--- src/rtl/ltp_pkg.sv ---
// Shared types and constants for the auto-off percent timer.
// No dependencies; used by every file of the block.
package ltp_pkg;

    localparam int MS_W   = 33;
    localparam int RATE_W = 16;
    localparam int PCT_W  = 7;
    localparam int DSR_W  = 26;
    localparam int PROD_W = PCT_W + RATE_W;
    localparam int CNT_W  = 6;

    localparam logic [PCT_W-1:0] C_FULL_PCT  = 7'd100;
    localparam logic [PCT_W-1:0] C_ALWAYS_TH = 7'd95;
    localparam logic [PCT_W-1:0] C_Q_SAT     = 7'd99;
    localparam logic [9:0]       C_MS_PER_S  = 10'd1000;

    typedef enum logic [1:0] {
        OP_TICK    = 2'd0,
        OP_SET_OUT = 2'd1,
        OP_SET_PCT = 2'd2,
        OP_READ    = 2'd3
    } t_op;

    typedef enum logic [1:0] {
        CFG_RATE   = 2'd0,
        CFG_START  = 2'd1,
        CFG_ALWAYS = 2'd2
    } t_cfg_idx;

    typedef struct packed {
        logic             done;
        logic [PCT_W-1:0] quot;
    } t_div_res;

endpackage

--- src/rtl/ltp_if.sv ---
// Channel interfaces: input items, result items and register writes.
// Depends on ltp_pkg.
interface ltp_in_if;
    logic                      valid;
    logic                      ready;
    logic [1:0]                operation;
    logic [ltp_pkg::PCT_W-1:0] value;
    modport source (output valid, operation, value, input ready);
    modport sink (input valid, operation, value, output ready);
endinterface

interface ltp_out_if;
    logic                      valid;
    logic                      ready;
    logic [ltp_pkg::PCT_W-1:0] pct_left;
    logic                      light_on;
    logic                      notify;
    modport source (output valid, pct_left, light_on, notify, input ready);
    modport sink (input valid, pct_left, light_on, notify, output ready);
endinterface

interface ltp_cfg_if;
    logic                       valid;
    logic                       ready;
    logic [1:0]                 index;
    logic [ltp_pkg::RATE_W-1:0] data;
    modport source (output valid, index, data, input ready);
    modport sink (input valid, index, data, output ready);
endinterface

--- src/rtl/light_auto_off_percent_timer_core.sv ---
// Top level of the auto-off light timer with percent report.
// Depends on ltp_pkg, ltp_if and ltp_div.
//
//  channel   modport  payload                                 handshake
//  i_in      sink     operation[1:0], value[6:0]              valid/ready
//  o_res     source   pct_left[6:0], light_on, notify         valid/ready
//  i_cfg     sink     index[1:0], data[15:0]                  valid/ready, ready tied high
//
// A new item is taken only once the last one is through. With the timer running
// an item passes the divider, floor(ms / (1000 * rate)); an arming item first
// passes S_MUL and S_SCALE. Items with an idle timer or rate zero skip the divider.
// Reset is synchronous and clears the timer, light and report history.
// The result waits in an output register; the next item is taken meanwhile and
// holds in its last state until the register is free.
module light_auto_off_percent_timer_core (
    input  logic       i_clk,
    input  logic       i_rst_n,
    ltp_in_if.sink     i_in,
    ltp_out_if.source  o_res,
    ltp_cfg_if.sink    i_cfg
);

    typedef enum logic [5:0] {
        S_IDLE  = 6'b000001,
        S_MUL   = 6'b000010,
        S_SCALE = 6'b000100,
        S_START = 6'b001000,
        S_DIV   = 6'b010000,
        S_DONE  = 6'b100000
    } t_state;

    t_state                          r_state;
    ltp_pkg::t_op                    r_op;
    logic [ltp_pkg::MS_W-1:0]        r_ms;
    logic                            r_light;
    logic [ltp_pkg::PCT_W-1:0]       r_arm_pct;
    logic [ltp_pkg::PROD_W-1:0]      r_prod;
    logic [ltp_pkg::PCT_W-1:0]       r_pct;
    logic [ltp_pkg::PCT_W-1:0]       r_rep_pct;
    logic                            r_rep_none;
    logic                            r_rep_light;
    logic [ltp_pkg::RATE_W-1:0]      r_rate;
    logic [ltp_pkg::PCT_W-1:0]       r_start;
    logic                            r_always;
    logic                            r_ovalid;
    logic [ltp_pkg::PCT_W-1:0]       r_opct;
    logic                            r_olight;
    logic                            r_onotify;

    ltp_pkg::t_op                    w_op;
    logic [ltp_pkg::PCT_W-1:0]       w_sp;
    logic [ltp_pkg::PCT_W-1:0]       w_vp;
    logic [ltp_pkg::PCT_W-1:0]       w_pick;
    logic                            w_arm_ok;
    logic                            w_want;
    logic                            w_in_xfer;
    logic                            w_div_start;
    logic [ltp_pkg::DSR_W-1:0]       w_divisor;
    logic                            w_notify;
    logic                            w_out_free;
    ltp_pkg::t_div_res               w_div;

    always_comb begin
        w_op = ltp_pkg::t_op'(i_in.operation);
        if (r_start == '0) begin
            w_sp = 7'd1;
        end else if (r_start > ltp_pkg::C_FULL_PCT) begin
            w_sp = ltp_pkg::C_FULL_PCT;
        end else begin
            w_sp = r_start;
        end
        w_vp     = (i_in.value > ltp_pkg::C_FULL_PCT) ? ltp_pkg::C_FULL_PCT : i_in.value;
        w_pick   = (w_op == ltp_pkg::OP_SET_OUT) ? w_sp : w_vp;
        w_arm_ok = (w_pick != '0) && (r_rate != '0) &&
                   ((w_pick <= ltp_pkg::C_ALWAYS_TH) || !r_always);
        w_want   = (i_in.value != '0);
    end

    always_comb begin
        case (r_op)
            ltp_pkg::OP_TICK, ltp_pkg::OP_SET_OUT: begin
                w_notify = r_rep_none || (r_pct != r_rep_pct) || (r_light != r_rep_light);
            end
            ltp_pkg::OP_SET_PCT: begin
                w_notify = 1'b1;
            end
            default: begin
                w_notify = 1'b0;
            end
        endcase
    end

    assign i_in.ready  = (r_state == S_IDLE);
    assign w_in_xfer   = i_in.valid && i_in.ready;
    assign i_cfg.ready = 1'b1;
    assign w_out_free  = !r_ovalid || o_res.ready;
    assign w_div_start = (r_state == S_START) && (r_ms != '0) && (r_rate != '0);
    assign w_divisor   = ltp_pkg::DSR_W'(r_rate) * ltp_pkg::DSR_W'(ltp_pkg::C_MS_PER_S);

    ltp_div u_div (
        .i_clk      (i_clk),
        .i_rst_n    (i_rst_n),
        .i_start    (w_div_start),
        .i_dividend (r_ms),
        .i_divisor  (w_divisor),
        .o_res      (w_div)
    );

    always_ff @(posedge i_clk) begin
        if (!i_rst_n) begin
            r_rate   <= '0;
            r_start  <= ltp_pkg::C_FULL_PCT;
            r_always <= 1'b0;
        end else if (i_cfg.valid) begin
            case (i_cfg.index)
                ltp_pkg::CFG_RATE:   r_rate   <= i_cfg.data;
                ltp_pkg::CFG_START:  r_start  <= i_cfg.data[ltp_pkg::PCT_W-1:0];
                ltp_pkg::CFG_ALWAYS: r_always <= i_cfg.data[0];
                default: ;
            endcase
        end
    end

    always_ff @(posedge i_clk) begin
        if (!i_rst_n) begin
            r_state     <= S_IDLE;
            r_op        <= ltp_pkg::OP_READ;
            r_ms        <= '0;
            r_light     <= 1'b0;
            r_rep_pct   <= '0;
            r_rep_none  <= 1'b1;
            r_rep_light <= 1'b0;
            r_ovalid    <= 1'b0;
        end else begin
            if ((r_state == S_DONE) && w_out_free) begin
                r_ovalid <= 1'b1;
            end else if (o_res.ready) begin
                r_ovalid <= 1'b0;
            end
            case (r_state)
                S_IDLE: begin
                    if (w_in_xfer) begin
                        r_op      <= w_op;
                        r_arm_pct <= w_pick;
                        r_state   <= S_START;
                        case (w_op)
                            ltp_pkg::OP_TICK: begin
                                if (r_ms != '0) begin
                                    r_ms <= r_ms - 1'b1;
                                    if (r_ms == ltp_pkg::MS_W'(1)) begin
                                        r_light <= 1'b0;
                                    end
                                end
                            end
                            ltp_pkg::OP_SET_OUT: begin
                                r_light <= w_want;
                                if (w_want && !r_light && w_arm_ok) begin
                                    r_state <= S_MUL;
                                end else begin
                                    r_ms <= '0;
                                end
                            end
                            ltp_pkg::OP_SET_PCT: begin
                                if (w_arm_ok) begin
                                    r_state <= S_MUL;
                                end else begin
                                    r_ms <= '0;
                                end
                            end
                            default: ;
                        endcase
                    end
                end
                S_MUL: begin
                    r_prod  <= ltp_pkg::PROD_W'(r_arm_pct) * ltp_pkg::PROD_W'(r_rate);
                    r_state <= S_SCALE;
                end
                S_SCALE: begin
                    r_ms    <= ltp_pkg::MS_W'(r_prod) * ltp_pkg::MS_W'(ltp_pkg::C_MS_PER_S);
                    r_state <= S_START;
                end
                S_START: begin
                    if (r_ms == '0) begin
                        r_pct   <= (r_light && r_always) ? ltp_pkg::C_FULL_PCT : '0;
                        r_state <= S_DONE;
                    end else if (r_rate == '0) begin
                        r_pct   <= ltp_pkg::C_FULL_PCT;
                        r_state <= S_DONE;
                    end else begin
                        r_state <= S_DIV;
                    end
                end
                S_DIV: begin
                    if (w_div.done) begin
                        r_pct   <= w_div.quot + 1'b1;
                        r_state <= S_DONE;
                    end
                end
                S_DONE: begin
                    if (w_out_free) begin
                        r_opct    <= r_pct;
                        r_olight  <= r_light;
                        r_onotify <= w_notify;
                        if (r_op != ltp_pkg::OP_READ) begin
                            r_rep_pct   <= r_pct;
                            r_rep_light <= r_light;
                            r_rep_none  <= 1'b0;
                        end
                        r_state <= S_IDLE;
                    end
                end
                default: begin
                    r_state <= S_IDLE;
                end
            endcase
        end
    end

    assign o_res.valid    = r_ovalid;
    assign o_res.pct_left = r_opct;
    assign o_res.light_on = r_olight;
    assign o_res.notify   = r_onotify;

endmodule

--- src/rtl/ltp_div.sv ---
// Iterative restoring divider, one quotient bit per cycle, quotient saturated.
// Depends on ltp_pkg.
module ltp_div (
    input  logic                       i_clk,
    input  logic                       i_rst_n,
    input  logic                       i_start,
    input  logic [ltp_pkg::MS_W-1:0]   i_dividend,
    input  logic [ltp_pkg::DSR_W-1:0]  i_divisor,
    output ltp_pkg::t_div_res          o_res
);

    logic [ltp_pkg::DSR_W-1:0]  r_rem;
    logic [ltp_pkg::DSR_W-1:0]  r_dsr;
    logic [ltp_pkg::MS_W-1:0]   r_dvd;
    logic [ltp_pkg::CNT_W-1:0]  r_cnt;
    logic [ltp_pkg::PCT_W-1:0]  r_q;
    logic                       r_sat;
    logic                       r_busy;
    logic                       r_done;

    logic [ltp_pkg::DSR_W:0]    w_trial;
    logic                       w_bit;
    logic [ltp_pkg::DSR_W-1:0]  n_rem;
    logic [ltp_pkg::PCT_W:0]    w_q2;
    logic                       n_sat;

    always_comb begin
        w_trial = {r_rem, r_dvd[ltp_pkg::MS_W-1]};
        w_bit   = (w_trial >= {1'b0, r_dsr});
        n_rem   = w_bit ? ltp_pkg::DSR_W'(w_trial - {1'b0, r_dsr})
                        : w_trial[ltp_pkg::DSR_W-1:0];
        w_q2    = {r_q, w_bit};
        n_sat   = r_sat || (w_q2 >= {1'b0, ltp_pkg::C_Q_SAT});
    end

    always_ff @(posedge i_clk) begin
        if (!i_rst_n) begin
            r_busy <= 1'b0;
            r_done <= 1'b0;
        end else begin
            r_done <= 1'b0;
            if (i_start) begin
                r_busy <= 1'b1;
                r_rem  <= '0;
                r_dsr  <= i_divisor;
                r_dvd  <= i_dividend;
                r_cnt  <= '0;
                r_q    <= '0;
                r_sat  <= 1'b0;
            end else if (r_busy) begin
                r_rem <= n_rem;
                r_dvd <= {r_dvd[ltp_pkg::MS_W-2:0], 1'b0};
                r_sat <= n_sat;
                r_q   <= n_sat ? ltp_pkg::C_Q_SAT : w_q2[ltp_pkg::PCT_W-1:0];
                r_cnt <= r_cnt + 1'b1;
                if (r_cnt == ltp_pkg::CNT_W'(ltp_pkg::MS_W - 1)) begin
                    r_busy <= 1'b0;
                    r_done <= 1'b1;
                end
            end
        end
    end

    assign o_res.done = r_done;
    assign o_res.quot = r_q;

endmodule
--- src/flat_wrapper.sv ---
// flat-port wrapper written by rule: the top's interface ports become plain ports
module light_auto_off_percent_timer_core_flat 
  (i_clk, i_rst_n, i_in_valid, i_in_operation, i_in_value, i_in_ready, o_res_valid, o_res_pct_left, o_res_light_on, o_res_notify, o_res_ready, i_cfg_valid, i_cfg_index, i_cfg_data, i_cfg_ready);
  ltp_in_if i_in_i ();
  ltp_out_if o_res_i ();
  ltp_cfg_if i_cfg_i ();
  input  logic i_clk;
  input  logic i_rst_n;
  input wire logic [$bits(i_in_i.valid)-1:0] i_in_valid;
  input wire logic [$bits(i_in_i.operation)-1:0] i_in_operation;
  input wire logic [$bits(i_in_i.value)-1:0] i_in_value;
  output wire logic [$bits(i_in_i.ready)-1:0] i_in_ready;
  output wire logic [$bits(o_res_i.valid)-1:0] o_res_valid;
  output wire logic [$bits(o_res_i.pct_left)-1:0] o_res_pct_left;
  output wire logic [$bits(o_res_i.light_on)-1:0] o_res_light_on;
  output wire logic [$bits(o_res_i.notify)-1:0] o_res_notify;
  input wire logic [$bits(o_res_i.ready)-1:0] o_res_ready;
  input wire logic [$bits(i_cfg_i.valid)-1:0] i_cfg_valid;
  input wire logic [$bits(i_cfg_i.index)-1:0] i_cfg_index;
  input wire logic [$bits(i_cfg_i.data)-1:0] i_cfg_data;
  output wire logic [$bits(i_cfg_i.ready)-1:0] i_cfg_ready;
  assign i_in_i.valid = i_in_valid;
  assign i_in_i.operation = i_in_operation;
  assign i_in_i.value = i_in_value;
  assign i_in_ready = i_in_i.ready;
  assign o_res_valid = o_res_i.valid;
  assign o_res_pct_left = o_res_i.pct_left;
  assign o_res_light_on = o_res_i.light_on;
  assign o_res_notify = o_res_i.notify;
  assign o_res_i.ready = o_res_ready;
  assign i_cfg_i.valid = i_cfg_valid;
  assign i_cfg_i.index = i_cfg_index;
  assign i_cfg_i.data = i_cfg_data;
  assign i_cfg_ready = i_cfg_i.ready;
  light_auto_off_percent_timer_core u_core (.i_clk(i_clk), .i_rst_n(i_rst_n), .i_in(i_in_i), .o_res(o_res_i), .i_cfg(i_cfg_i));
endmodule
--- config.mk ---
export PLATFORM = sky130hd
export DESIGN_NAME = light_auto_off_percent_timer_core_flat
export DESIGN_NICKNAME = d
export VERILOG_FILES = /design/src/rtl/ltp_pkg.sv /design/src/rtl/ltp_if.sv /design/src/rtl/light_auto_off_percent_timer_core.sv /design/src/rtl/ltp_div.sv /design/src/flat_wrapper.sv
export SDC_FILE = /design/constraint.sdc
export NUM_CORES = 1
export LEC_CHECK = 0
export BUFFER_PORTS_ARGS = -buffer_cell sky130_fd_sc_hd__buf_4
export CORE_MARGIN = 2
export CORE_UTILIZATION = 35
export CTS_CLUSTER_SIZE = 16
export DETAILED_ROUTE_END_ITERATION = 7
export GPL_ROUTABILITY_DRIVEN = 0
export PLACE_DENSITY = 0.55
export SLEW_MARGIN = 0
export SYNTH_ARGS = -nofsm -noshare
export SYNTH_HDL_FRONTEND = slang
export SYNTH_HIERARCHICAL = 1
export SYNTH_SLANG_ARGS = --single-unit
--- constraint.sdc ---
create_clock -name i_clk -period 4.8 [get_ports i_clk]
set_clock_uncertainty 0.1 [all_clocks]
set_input_delay 1.2 -clock i_clk [delete_from_list [all_inputs] [get_ports i_clk]]
set_output_delay 1.2 -clock i_clk [all_outputs]
set_load 0.02 [all_outputs]
**Yosys cells after proc, flatten, opt, wreduce, memory -nomap -nowiden**

Index checks and enable logic that the tools add are counted.

- Word-level logic and storage cells: 156
- Latch bits: 0
- Register bits after elaboration: 220
- Memory bits (read-only): 0
- RAM bits: 0
- Input bits: 32
- Memories: 0
- Output and inout port bits: 12

- Div/mod/pow operators: 0
- Add/subtract/negate cells: 4
- Shift operators: 0
- Mux-type cells: 42
- Bitwise gates (word level): 2
- $lt $le $gt $ge: 5
- Equal/unequal tests: 27
- Reductions and logical operators: 48
- Multiply operators: 3

Operator list:

| operator | number |
|---|---|
| 2-to-1 mux 33 bit | 6 |
| case mux 33 bit (3 select lines) | 1 |
| 2-to-1 mux 7 bit | 10 |
| case mux 33 bit (2 select lines) | 1 |
| 2-to-1 mux 26 bit | 2 |
| 2-to-1 mux 6 bit | 6 |
| case mux 6 bit (6 select lines) | 1 |
| equality test 33 x 1 -> 1 bit (second input constant) | 1 |
| zero test 33 bit | 1 |
| nonzero test 33 bit | 1 |
| subtractor 33 x 1 -> 33 bit (second input constant) | 1 |
| multiplier 23 x 7 -> 30 bit (second input constant) | 1 |
| greater-or-equal comparator 27 x 26 -> 1 bit | 1 |
| subtractor 26 bit | 1 |
| multiplier 16 x 7 -> 23 bit (second input constant) | 1 |
| multiplier 7 x 16 -> 23 bit | 1 |
| zero test 16 bit | 1 |
| nonzero test 16 bit | 1 |
| > comparator 7 bit (second input constant) | 2 |
| case mux 7 bit (2 select lines) | 1 |
| AND reduction 2 bit | 7 |
| nonzero test 7 bit | 2 |
| equality test 6 bit (second input constant) | 2 |
| != test 3 bit (second input constant) | 4 |
| other kinds (33) | 75 |

**Logic depth before layout (Yosys ltp)**

Gate-level depths: netlist (run 1).

- Depth after elaboration: 12
- Depth in mapped cells: 19

**Modules after synthesis**

Netlist (run 1), hierarchy kept.

By module, submodules not included:

| module | sequential area each (um^2) | cells each | instances | area each (um^2) |
|---|---|---|---|---|
| light_auto_off_percent_timer_core | 2,902.8 | 1,681 | 1 | 15,441.1 |
| ltp_div | 3,012.9 | 511 | 1 | 5,711.7 |

**Worst setup path after synthesis (run 1)**

OpenSTA, ideal clock, no wires.

- Path type: reg2reg
- Start: reg u_core/r_arm_pct[6] (netlist name)
- End: reg u_core/r_prod[21] (netlist name), data pin
- Stages on the path, launching flop included: 18
- Library setup time: 0.257 ns
- Arrival time: 4.993 ns
- Slack: -0.550 ns
- Buffers on the path: 1
- Clock period less this slack: 5.350 ns
- Cells stage by stage: edfxtp_1 -> clkbuf_1 -> nand2_1 -> fa_1 -> fa_1 -> inv_1 -> fa_1 -> inv_1 -> fa_1 -> inv_1 -> ha_1 -> nor4b_1 -> a2111oi_1 -> a21oi_1 -> a41oi_1 -> o31ai_1 -> o41a_1 -> xor2_1

- Word-level cells in the longest chain between the ends: 1

RTL lines:

| element | RTL line | RTL |
|---|---|---|
| start, declared | light_auto_off_percent_timer_core.sv:36 | `logic [ltp_pkg::PCT_W-1:0] r_arm_pct;` |
| start signal, assigned | light_auto_off_percent_timer_core.sv:144 | `r_arm_pct <= w_pick;` |
| multiplier 7 x 16 -> 23 bit | light_auto_off_percent_timer_core.sv:175 | `r_prod <= ltp_pkg::PROD_W'(r_arm_pct) * ltp_pkg::PROD_W'(r_rate);` |
| end signal, assigned | light_auto_off_percent_timer_core.sv:175 |  |
| end, declared | light_auto_off_percent_timer_core.sv:37 | `logic [ltp_pkg::PROD_W-1:0] r_prod;` |

No other way between the ends.
A chain may end at the register's enable or synchronous reset.

**Worst setup path after layout (run 1)**

- Start: reg u_core/r_arm_pct[2] (netlist name)
- End: reg u_core/r_prod[22] (netlist name), data pin

Same word-level chain as after synthesis.

==> results.md, run 1 <==
- DRC errors left: 0
- Area share of xor/xnor cells in the synthesized design: 0.03644
- DIE AREA: 62,420 um2
- Worst Min Path Start: u_core/r_rep_none$_SDFFE_PN1P_
- Largest net degree at the start of global routing: between 40 and 50
- Fmax: 0.2019 GHz
- Type of the most critical hold path: reg2reg
- Count of boundary I/O pins: 44
- Worst VDD drop: between 0.0002 and 0.00025 V
- Portion of the clock cycle consumed by the worst path in the final layout: 1.032
- Count of cells along the worst register-to-register path: 17
- Clock tree buffer depth: 3
- Headroom to the max-slew limit: 0.2432
- Total area of multi-input combinational cells: between 10,000 and 15,000 um2
- Worst path arrival time: roughly 5.2 ns
- Clock slew seen by the registers of the worst setup and hold paths: around 0.060 ns
- Count of antenna diodes in the layout: 0
- Failing checks: setup timing
- Endpoint with the worst hold slack: u_core/r_rep_none$_SDFFE_PN1P_
- # setup viols final: 6
- Clock network latency to the later pin of the worst-skew pair: ~0.58 ns
- Drt total wl: about 50,000 um
- Worst hold path stage count: 2
- Fraction of final layout cells with drive strength greater than 1: 0.1949
- Detailed-route wire length per cell: approximately 16 um
- Pwr Total: about 5.8 mW
- Standard-cell rows: 90
- Fin cells: ~3,200
- Clock buffer count from CTS: 27
- Final hold violations: 0
- Clk sinks: 223
- Fraction of power consumed by sequential logic: 0.379
- Number of synthesized register bits: 223
- Flip-flop cell with the highest count after synthesis: edfxtp_1
- Initial core utilization: 0.3524
- Cell internal pwr: approximately 4.0 mW
- Detailed Place HPWL: between 30,000 and 40,000 um
- Net Sw Frac: 0.3107
- Count of mapped cells out of synthesis: 2,192
- Drt initial violations: approximately 900
- Post-place instance area: 23,580 um2
- Die height: approximately 250 um
- Floorplan die width: 249.8 um
- Number of global-route vias before repair: around 16,000
- Met2 demand-to-capacity share in global routing: 0.2497
- Critical path data required time: roughly 5 ns
- Count of max-cap constraint violations: 0
- Met1 routing resource usage after global routing: 0.2278
- # H-tree levels: 1
- Area of all sequential standard cells: 5936 um2
- Wire length of the first global-routing pass: approximately 83,000 um
- Warning count from the yosys run: 6
- Slew @ Worst Pin: approximately 1.1 ns
- Port bufs: 42
- Setup repair after global routing missed its margin: yes
- Run status: finished, violations left
- Fraction of synthesized area in multiplexers: 0.02567
- Net count, final: around 2,800
- Reg-to-reg critical path startpoint: u_core/r_arm_pct[2]$_DFFE_PP_
- Reg2reg setup slack: -0.15 ns
- Post-synthesis instance area: between 20,000 and 25,000 um2
- Vias/cell: 5.052
- Worst Path Class, Setup: reg2reg
- Crit path setup slack, layout: -0.1535 ns
- Post-route minimum period: roughly 5.0 ns
- Setup crit start kind: flop
- Global-route track usage on met3: 0.02284
- Pwr per Cell Area: approximately 230 nW/um2
- Number of optimization iterations in the first detailed-route pass: 5
- Aggregate global routing overflow: 0
- Clk network pwr share: 0.366
- Endpoint class of the critical path: flop
- Share of synthesized area occupied by flip-flops and latches: 0.2797
- Number of placed cells counting well taps: 3,118
- All-layer global routing usage: 0.1583
- Post-route antenna net violation count: 0
- Asr flop ratio synth: 0
- Post-Synth Adder-Cell Area: 0.3150
- Fill count: roughly 5,800
- Area overhead of the layout relative to synthesis: 19.35%
- Simple-gate portion of the synthesized area: 0.1449
- Part of the power in combinational logic: 0.254
- Static Leakage: around 11 nW
- Busiest layer in global routing: met2
- Antenna violations before repair: 1
- Quantity of hold-fixing buffers added after cts: 0
- Worst r2r dst: u_core/r_prod[22]$_DFFE_PP_
- Mapped Avg Cell Area: between 9 and 10 um2
- Core Region: between 60,000 and 70,000 um2
- Root buf cell: clkbuf_16
- Final-report max-slew violation count: 0
- Final Cell Area: 25,250 um2
- Largest family of logic cells by synthesized area: adder cells
- Area fraction in compound gates after synthesis: 0.1298
- Clock tree from TritonCTS: yes
- Maximum fanout encountered on the critical timing path: 5
- Net Sw Power: roughly 1.8 mW
- Unique masters post-synth: between 80 and 90
- EDFF count, synth: between 100 and 150
- Routed via count: about 16,000
-- cell families after synthesis --
group,Yosys count
flip-flops,223
multiplexers,50
AO/OA/AOI/OAI,423
buffers and inverters,374
other,2
adder cells (fa/ha/maj),409
XOR/XNOR,88
AND/OR/NAND/NOR,623
-- critical path, stage by stage, from the launching register on --
cell and delay (ns):
edfxtp_1 0.45, buf_6 0.17, buf_8 0.12, and2_4 0.13, fa_1 0.49, fa_1 0.43
fa_1 0.49, inv_1 0.05, fa_1 0.51, inv_2 0.05, ha_4 0.15, or4_4 0.54
o22ai_4 0.14, o2111a_2 0.26, o31ai_4 0.07, a211oi_2 0.27, a21oi_1 0.11, xnor2_1 0.14
-- per-layer routing --
metal	vias up	wire length [um]
li1	7910	-
met1	7874	24260
met2	319	21980
met3	59	2352
met4	0	1087
met5	-	0
-- cells in the mapped netlist (5+ instances only) --
| cell | instances | area, um2 |
|---|---|---|
| a211o_1 | 5 | 43.79 |
| a211oi_1 | 18 | 135.1 |
| a21o_1 | 38 | 285.3 |
| a21oi_1 | 137 | 685.7 |
| a31oi_1 | 19 | 118.9 |
| and2_1 | 79 | 494.2 |
| and3_1 | 18 | 112.6 |
| and4_1 | 6 | 52.55 |
| buf_2 | 6 | 30.03 |
| clkbuf_1 | 48 | 180.2 |
| dfxtp_1 | 78 | 1562 |
| edfxtp_1 | 145 | 4354 |
| fa_1 | 206 | 4124 |
| ha_1 | 203 | 2540 |
| inv_1 | 309 | 1160 |
| mux2_2 | 34 | 382.9 |
| mux2i_1 | 16 | 160.2 |
| nand2_1 | 199 | 747.0 |
| nand2b_1 | 14 | 87.58 |
| nand3_1 | 43 | 215.2 |
| nand3b_1 | 9 | 67.56 |
| nand4_1 | 7 | 43.79 |
| nor2_1 | 136 | 510.5 |
| nor2b_1 | 9 | 56.30 |
| nor3_1 | 49 | 245.2 |
| nor3b_1 | 8 | 60.06 |
| nor4_1 | 10 | 62.56 |
| o211ai_1 | 9 | 67.56 |
| o21a_1 | 18 | 135.1 |
| o21ai_0 | 81 | 405.4 |
| o21bai_1 | 8 | 60.06 |
| o22ai_1 | 10 | 62.56 |
| o31a_1 | 5 | 43.79 |
| or3_1 | 9 | 56.30 |
| xnor2_1 | 53 | 464.2 |
| xor2_1 | 35 | 306.5 |
-- cell type report --
class	count	share of cell area
clock buffers	34	0.02899
clock inverters	16	0.007087
inverters	310	0.04639
multi-input cells	1597	0.5689
flip-flops and latches	223	0.2351
well taps	782	0.03876
repair buffers	237	0.07479
-- per-stage QoR --
step | TNS, ns | setup slack [ns] | utilization | hold WS [ns]
after floorplan | 0 | 0.009628 | - | 0.3214
after global placement | -1.029 | -0.2025 | 0.3928 | 0.3315
after detailed placement | -1.772 | -0.2971 | 0.3928 | 0.3395
after CTS | -0.6512 | -0.1710 | 0.4114 | 0.3534
after global routing | -2.187 | -0.3593 | 0.4206 | 0.3853
final | -0.5611 | -0.1535 | 0.4206 | 0.3542
-- flip-flops by register name, indices dropped and copies added, names as in the netlist, 2 cells and up --
| name | cells |
|---|---|
| u_core/r_ms | 33 |
| u_core/r_state | 6 |
| u_core/r_rep_pct | 7 |
| u_core/u_div/r_dsr | 26 |
| u_core/u_div/r_cnt | 6 |
| u_core/u_div/r_dvd | 33 |
| u_core/u_div/r_rem | 26 |
| u_core/r_op | 2 |
| u_core/r_rate | 16 |
| u_core/r_arm_pct | 7 |
| u_core/o_res.pct_left | 7 |
| u_core/r_prod | 23 |
| u_core/r_pct | 7 |
| u_core/u_div/r_q | 7 |
| u_core/r_start | 7 |
-- cells in the final DEF (no fill, tap or decap), types with 18 or more instances in the layout --
cell,n
dfxtp_1,70
o21ai_0,66
mux2_2,34
nand2_1,195
xnor2_1,51
nand3_1,43
xor2_1,33
fa_1,200
inv_1,280
buf_4,219
a21o_1,38
nor2_1,128
and2_1,70
a21oi_2,18
a21oi_1,121
nor3_1,46
inv_2,28
ha_1,188
clkbuf_16,28
edfxtp_1,145
-- power by group through the flow --
stage	combinational, mW	sequential [mW]	clock (mW)
final	1.46	2.18	2.11
after global routing	1.64	2.19	2.25
after CTS	1.41	2.18	2.18
after detailed placement	1.38	2.22	0
after global placement	1.37	2.22	0
after floorplan	0.969	2.21	0
-- worst max path at each step --
stage | start | to | slack, ns | cells past startpoint
finish | u_core/r_arm_pct[2]$_DFFE_PP_ | u_core/r_prod[22]$_DFFE_PP_ | -0.15 | 17
global route | u_core/r_arm_pct[6]$_DFFE_PP_ | u_core/r_prod[22]$_DFFE_PP_ | -0.36 | 18
CTS | u_core/r_arm_pct[2]$_DFFE_PP_ | u_core/r_prod[21]$_DFFE_PP_ | -0.17 | 19
detailed placement | u_core/r_arm_pct[2]$_DFFE_PP_ | u_core/r_prod[21]$_DFFE_PP_ | -0.30 | 18
global placement | u_core/r_arm_pct[2]$_DFFE_PP_ | u_core/r_prod[22]$_DFFE_PP_ | -0.20 | 17
floorplan | u_core/r_arm_pct[3]$_DFFE_PP_ | u_core/r_prod[21]$_DFFE_PP_ | 0.01 | 18
-- repair_timing --
action | in CTS | in global routing
gates cloned | 0 | 1
gates resized for setup | 47 | 100
pin swaps | 36 | 90
setup endpoints to repair | 19 | 31
buffers inserted | 7 | 23
(Power assumes the default switching activity.)
==> run 2: changes to the inputs <==
==> constraint.sdc (replaced) <==
create_clock -name i_clk -period 4.8 [get_ports i_clk]
set_clock_uncertainty 0.1 [all_clocks]
set_input_delay 0.72 -clock i_clk [delete_from_list [all_inputs] [get_ports i_clk]]
set_output_delay 0.72 -clock i_clk [all_outputs]
set_load 0.02 [all_outputs]
==> run 2 against run 1 <==
Net effect: the run still ends with setup timing left; critical endpoint unchanged; register-to-register slack better by 0.07 ns; highest routed layer unchanged; die area unchanged; hold slack worse by 0.068 ns; combinational power about the same; largest cell class unchanged; non-clock buffer count fell by 16.
==> results.md, run 2 (same netlist as run 1, synthesis figures left out) <==
- Share of the core filled with cells in the final layout: 0.4175 (-0.003148)
- Post-route antenna net violation count: 0 (unchanged)
- Commonest cells after routing, fill and taps aside: 283 x inv_1, 209 x buf_4, 204 x fa_1
- Clock network latency to the later pin of the worst-skew pair: 0.57 ns (about the same)
- Crit path setup slack, layout: -0.08448 ns (+0.06906 ns)
- Most common cell after layout, fill and taps aside: inv_1
- DIE AREA: 62,420 um2 (unchanged)
- Type of the most critical hold path: in2reg
- Uppermost routed layer: met4
- Pwr Total: 5.792 mW (+0.70%)
- Detailed-route wire length per cell: 15.61 um (+0.51%)
- Worst-path cell with the longest stage delay: or4_4
- Maximum fanout encountered on the critical timing path: 5 (unchanged)
- Fill count: 5,749 (-0.33%)
- Area overhead of the layout relative to synthesis: 18.45%
- Setup crit start kind: flop
- Final-report max-slew violation count: 0 (unchanged)
- Clk sinks: 223 (unchanged)
- Drt total wl: 49,680 um (about the same)
- Core Region: 60,020 um2 (unchanged)
- Net count, final: 2,821 (-0.56%)
- Net Sw Frac: 0.3102 (-0.0005135)
- Count of antenna diodes in the layout: 0 (unchanged)
- Quantity of hold-fixing buffers added after cts: 0 (unchanged)
- Die height: 249.8 um (unchanged)
- Clock tree buffer depth: 3 (unchanged)
- # setup viols final: 4 (-2)
- Clk network pwr share: 0.372 (+0.006)
- Part of the power in combinational logic: 0.251 (-0.003)
- Final hold violations: 0 (unchanged)
- Met1 Routed Length: 24,280 um (about the same)
- Setup repair after global routing missed its margin: yes
- Worst Path Class, Setup: reg2reg
- Slew @ Worst Pin: 1.129 ns (-0.001007 ns)
- Crit-path max cell delay: 0.54 ns (about the same)
- Length of routed met3 wiring: 2006 um (-15%)
- Portion of the clock cycle consumed by the worst path in the final layout: 1.018 (-0.01439)
- Largest net degree at the start of global routing: 42 (-13%)
- Count of boundary I/O pins: 44 (unchanged)
- Worst VDD drop: 0.0002950 V (+22%)
- Endpoint class of the critical path: flop
- Critical path data required time: 5.01 ns (about the same)
- DRC errors left: 0 (unchanged)
- Drt initial violations: 867 (-4.0%)
- Headroom to the max-slew limit: 0.2439 (+0.0006740)
- Aggregate global routing overflow: 0 (unchanged)
- Net Sw Power: 1.797 mW (+0.54%)
- All-layer global routing usage: 0.1577 (-0.0005496)
- Largest registers ranked by flip-flop count: u_core/r_ms (33), u_core/u_div/r_dvd (33)
- Failing checks: setup timing
- Static Leakage: 11.27 nW (-0.59%)
- Clock buffer count from CTS: 27 (unchanged)
- Cell internal pwr: 3.995 mW (+0.78%)
- Count of max-cap constraint violations: 0 (unchanged)
- Routed via count: 16,100 (-0.41%)
- Wire length of the first global-routing pass: 82,170 um (-0.47%)
- Number of optimization iterations in the first detailed-route pass: 5 (unchanged)
- Post-route minimum period: 4.884 ns (-0.06907 ns)
- # H-tree levels: 1 (unchanged)
- Root buf cell: clkbuf_16
- Run status: finished, violations left
- Antenna violations before repair: 1 (unchanged)
- Fraction of final layout cells with drive strength greater than 1: 0.1863 (-0.008620)
- Detailed Place HPWL: 38,980 um (+0.25%)
- Clock slew seen by the registers of the worst setup and hold paths: 0.06 ns (about the same)
- Fraction of power consumed by sequential logic: 0.377 (-0.002)
- Fmax: 0.2047 GHz (+1.4%)
- Worst path arrival time: 5.10 ns (-0.05 ns)
- Initial core utilization: 0.3524 (unchanged)
- Vias/cell: 5.058 (+0.12%)
- Floorplan die width: 249.8 um (unchanged)
- Standard-cell rows: 90 (unchanged)
- Worst path most repeated cell: fa_1
- Cells along the critical path: buf_6, buf_6, and2_4, fa_1, fa_1, fa_1, inv_2, fa_1, inv_2, ha_4, or4_4, o22ai_4, o2111a_2, o31ai_4, a211oi_2, a21oi_1, xnor2_1
- Met2 wirelength from detailed routing: 22,450 um (+2.1%)
- Port bufs: 42 (unchanged)
- Clock tree from TritonCTS: yes
- Pwr per Cell Area: 231.2 nW/um2 (+1.5%)
- Number of global-route vias before repair: 16,210 (+0.35%)
## run 2: changes by cell type in the layout (fill, tap and decap cells not counted), sizes merged
cell	previous run	this run
clkbuf	36	31
clkinv	8	13
buf	235	221
bufinv	3	4
clkinvlp	6	2
## run 2: worst paths after layout
kind	start	to	slack (ns)	depth (start not counted)
worst max-delay path	u_core/r_arm_pct[2]$_DFFE_PP_	u_core/r_prod[22]$_DFFE_PP_	-0.08	17
worst min-delay path	i_cfg_data[2]	u_core/r_start[2]$_SDFFE_PN1P_	0.29	3
worst max register to register	u_core/r_arm_pct[2]$_DFFE_PP_	u_core/r_prod[22]$_DFFE_PP_	-0.08	17
worst min register to register	u_core/r_rep_none$_SDFFE_PN1P_	u_core/r_rep_none$_SDFFE_PN1P_	0.36	2
## run 2: layout make-up
type	instances	area, um2	area share
multi-input combinational	1597	14300	0.5708
sequential	223	5932	0.2367
timing repair buffer	221	1739	0.06941
inverter	310	1171	0.04674
tap	782	978.4	0.03905
clock buffer	31	710.7	0.02836
clock inverter	18	222.7	0.008888
## run 2: metal layers
metal,track usage,up-vias
met5,0,-
met4,0.03804,0
met3,0.01523,61
met2,0.2526,314
met1,0.2290,7874
li1,-,7847
## run 2: per-stage QoR
stage / setup TNS (ns) / hold slack [ns] / cell area, um2 / instances / setup WS (ns)
6_report: -0.2010 / 0.2865 / 25060 / 3182 / -0.08448
5_1_grt: -1.252 / 0.2638 / 25060 / 3182 / -0.2642
4_1_cts: -0.3595 / 0.2518 / 24650 / 3172 / -0.1272
3_5_place_dp: -1.719 / 0.3489 / 23570 / 3119 / -0.3428
3_3_place_gp: -1.051 / 0.3313 / 23570 / 3119 / -0.2022
2_1_floorplan: 0 / 0.3214 / 21340 / 2194 / 0.009628
## run 2: what timing repair did
| action | CTS | global route |
|---|---|---|
| buffers inserted | 4 | 11 |
| endpoints found under the setup margin | 17 | 28 |
| pin swaps | 20 | 69 |
| resized for setup | 26 | 95 |
## run 2: power by group through the flow
stage	Combinational (mW)	Clock, mW	Sequential [mW]
6_report	1.45	2.16	2.18
5_1_grt	1.62	2.29	2.19
4_1_cts	1.41	2.22	2.18
3_5_place_dp	1.38	0	2.22
3_3_place_gp	1.37	0	2.22
2_1_floorplan	0.969	0	2.21
## run 2: critical path: cells and delay by family (launching register included)
family,cells,cell delay (ns)
simple gates,2,0.67
flops,1,0.46
xor+xnor,1,0.14
buf+inv,4,0.37
fa+ha+maj,5,2.09
compound gates,5,0.81
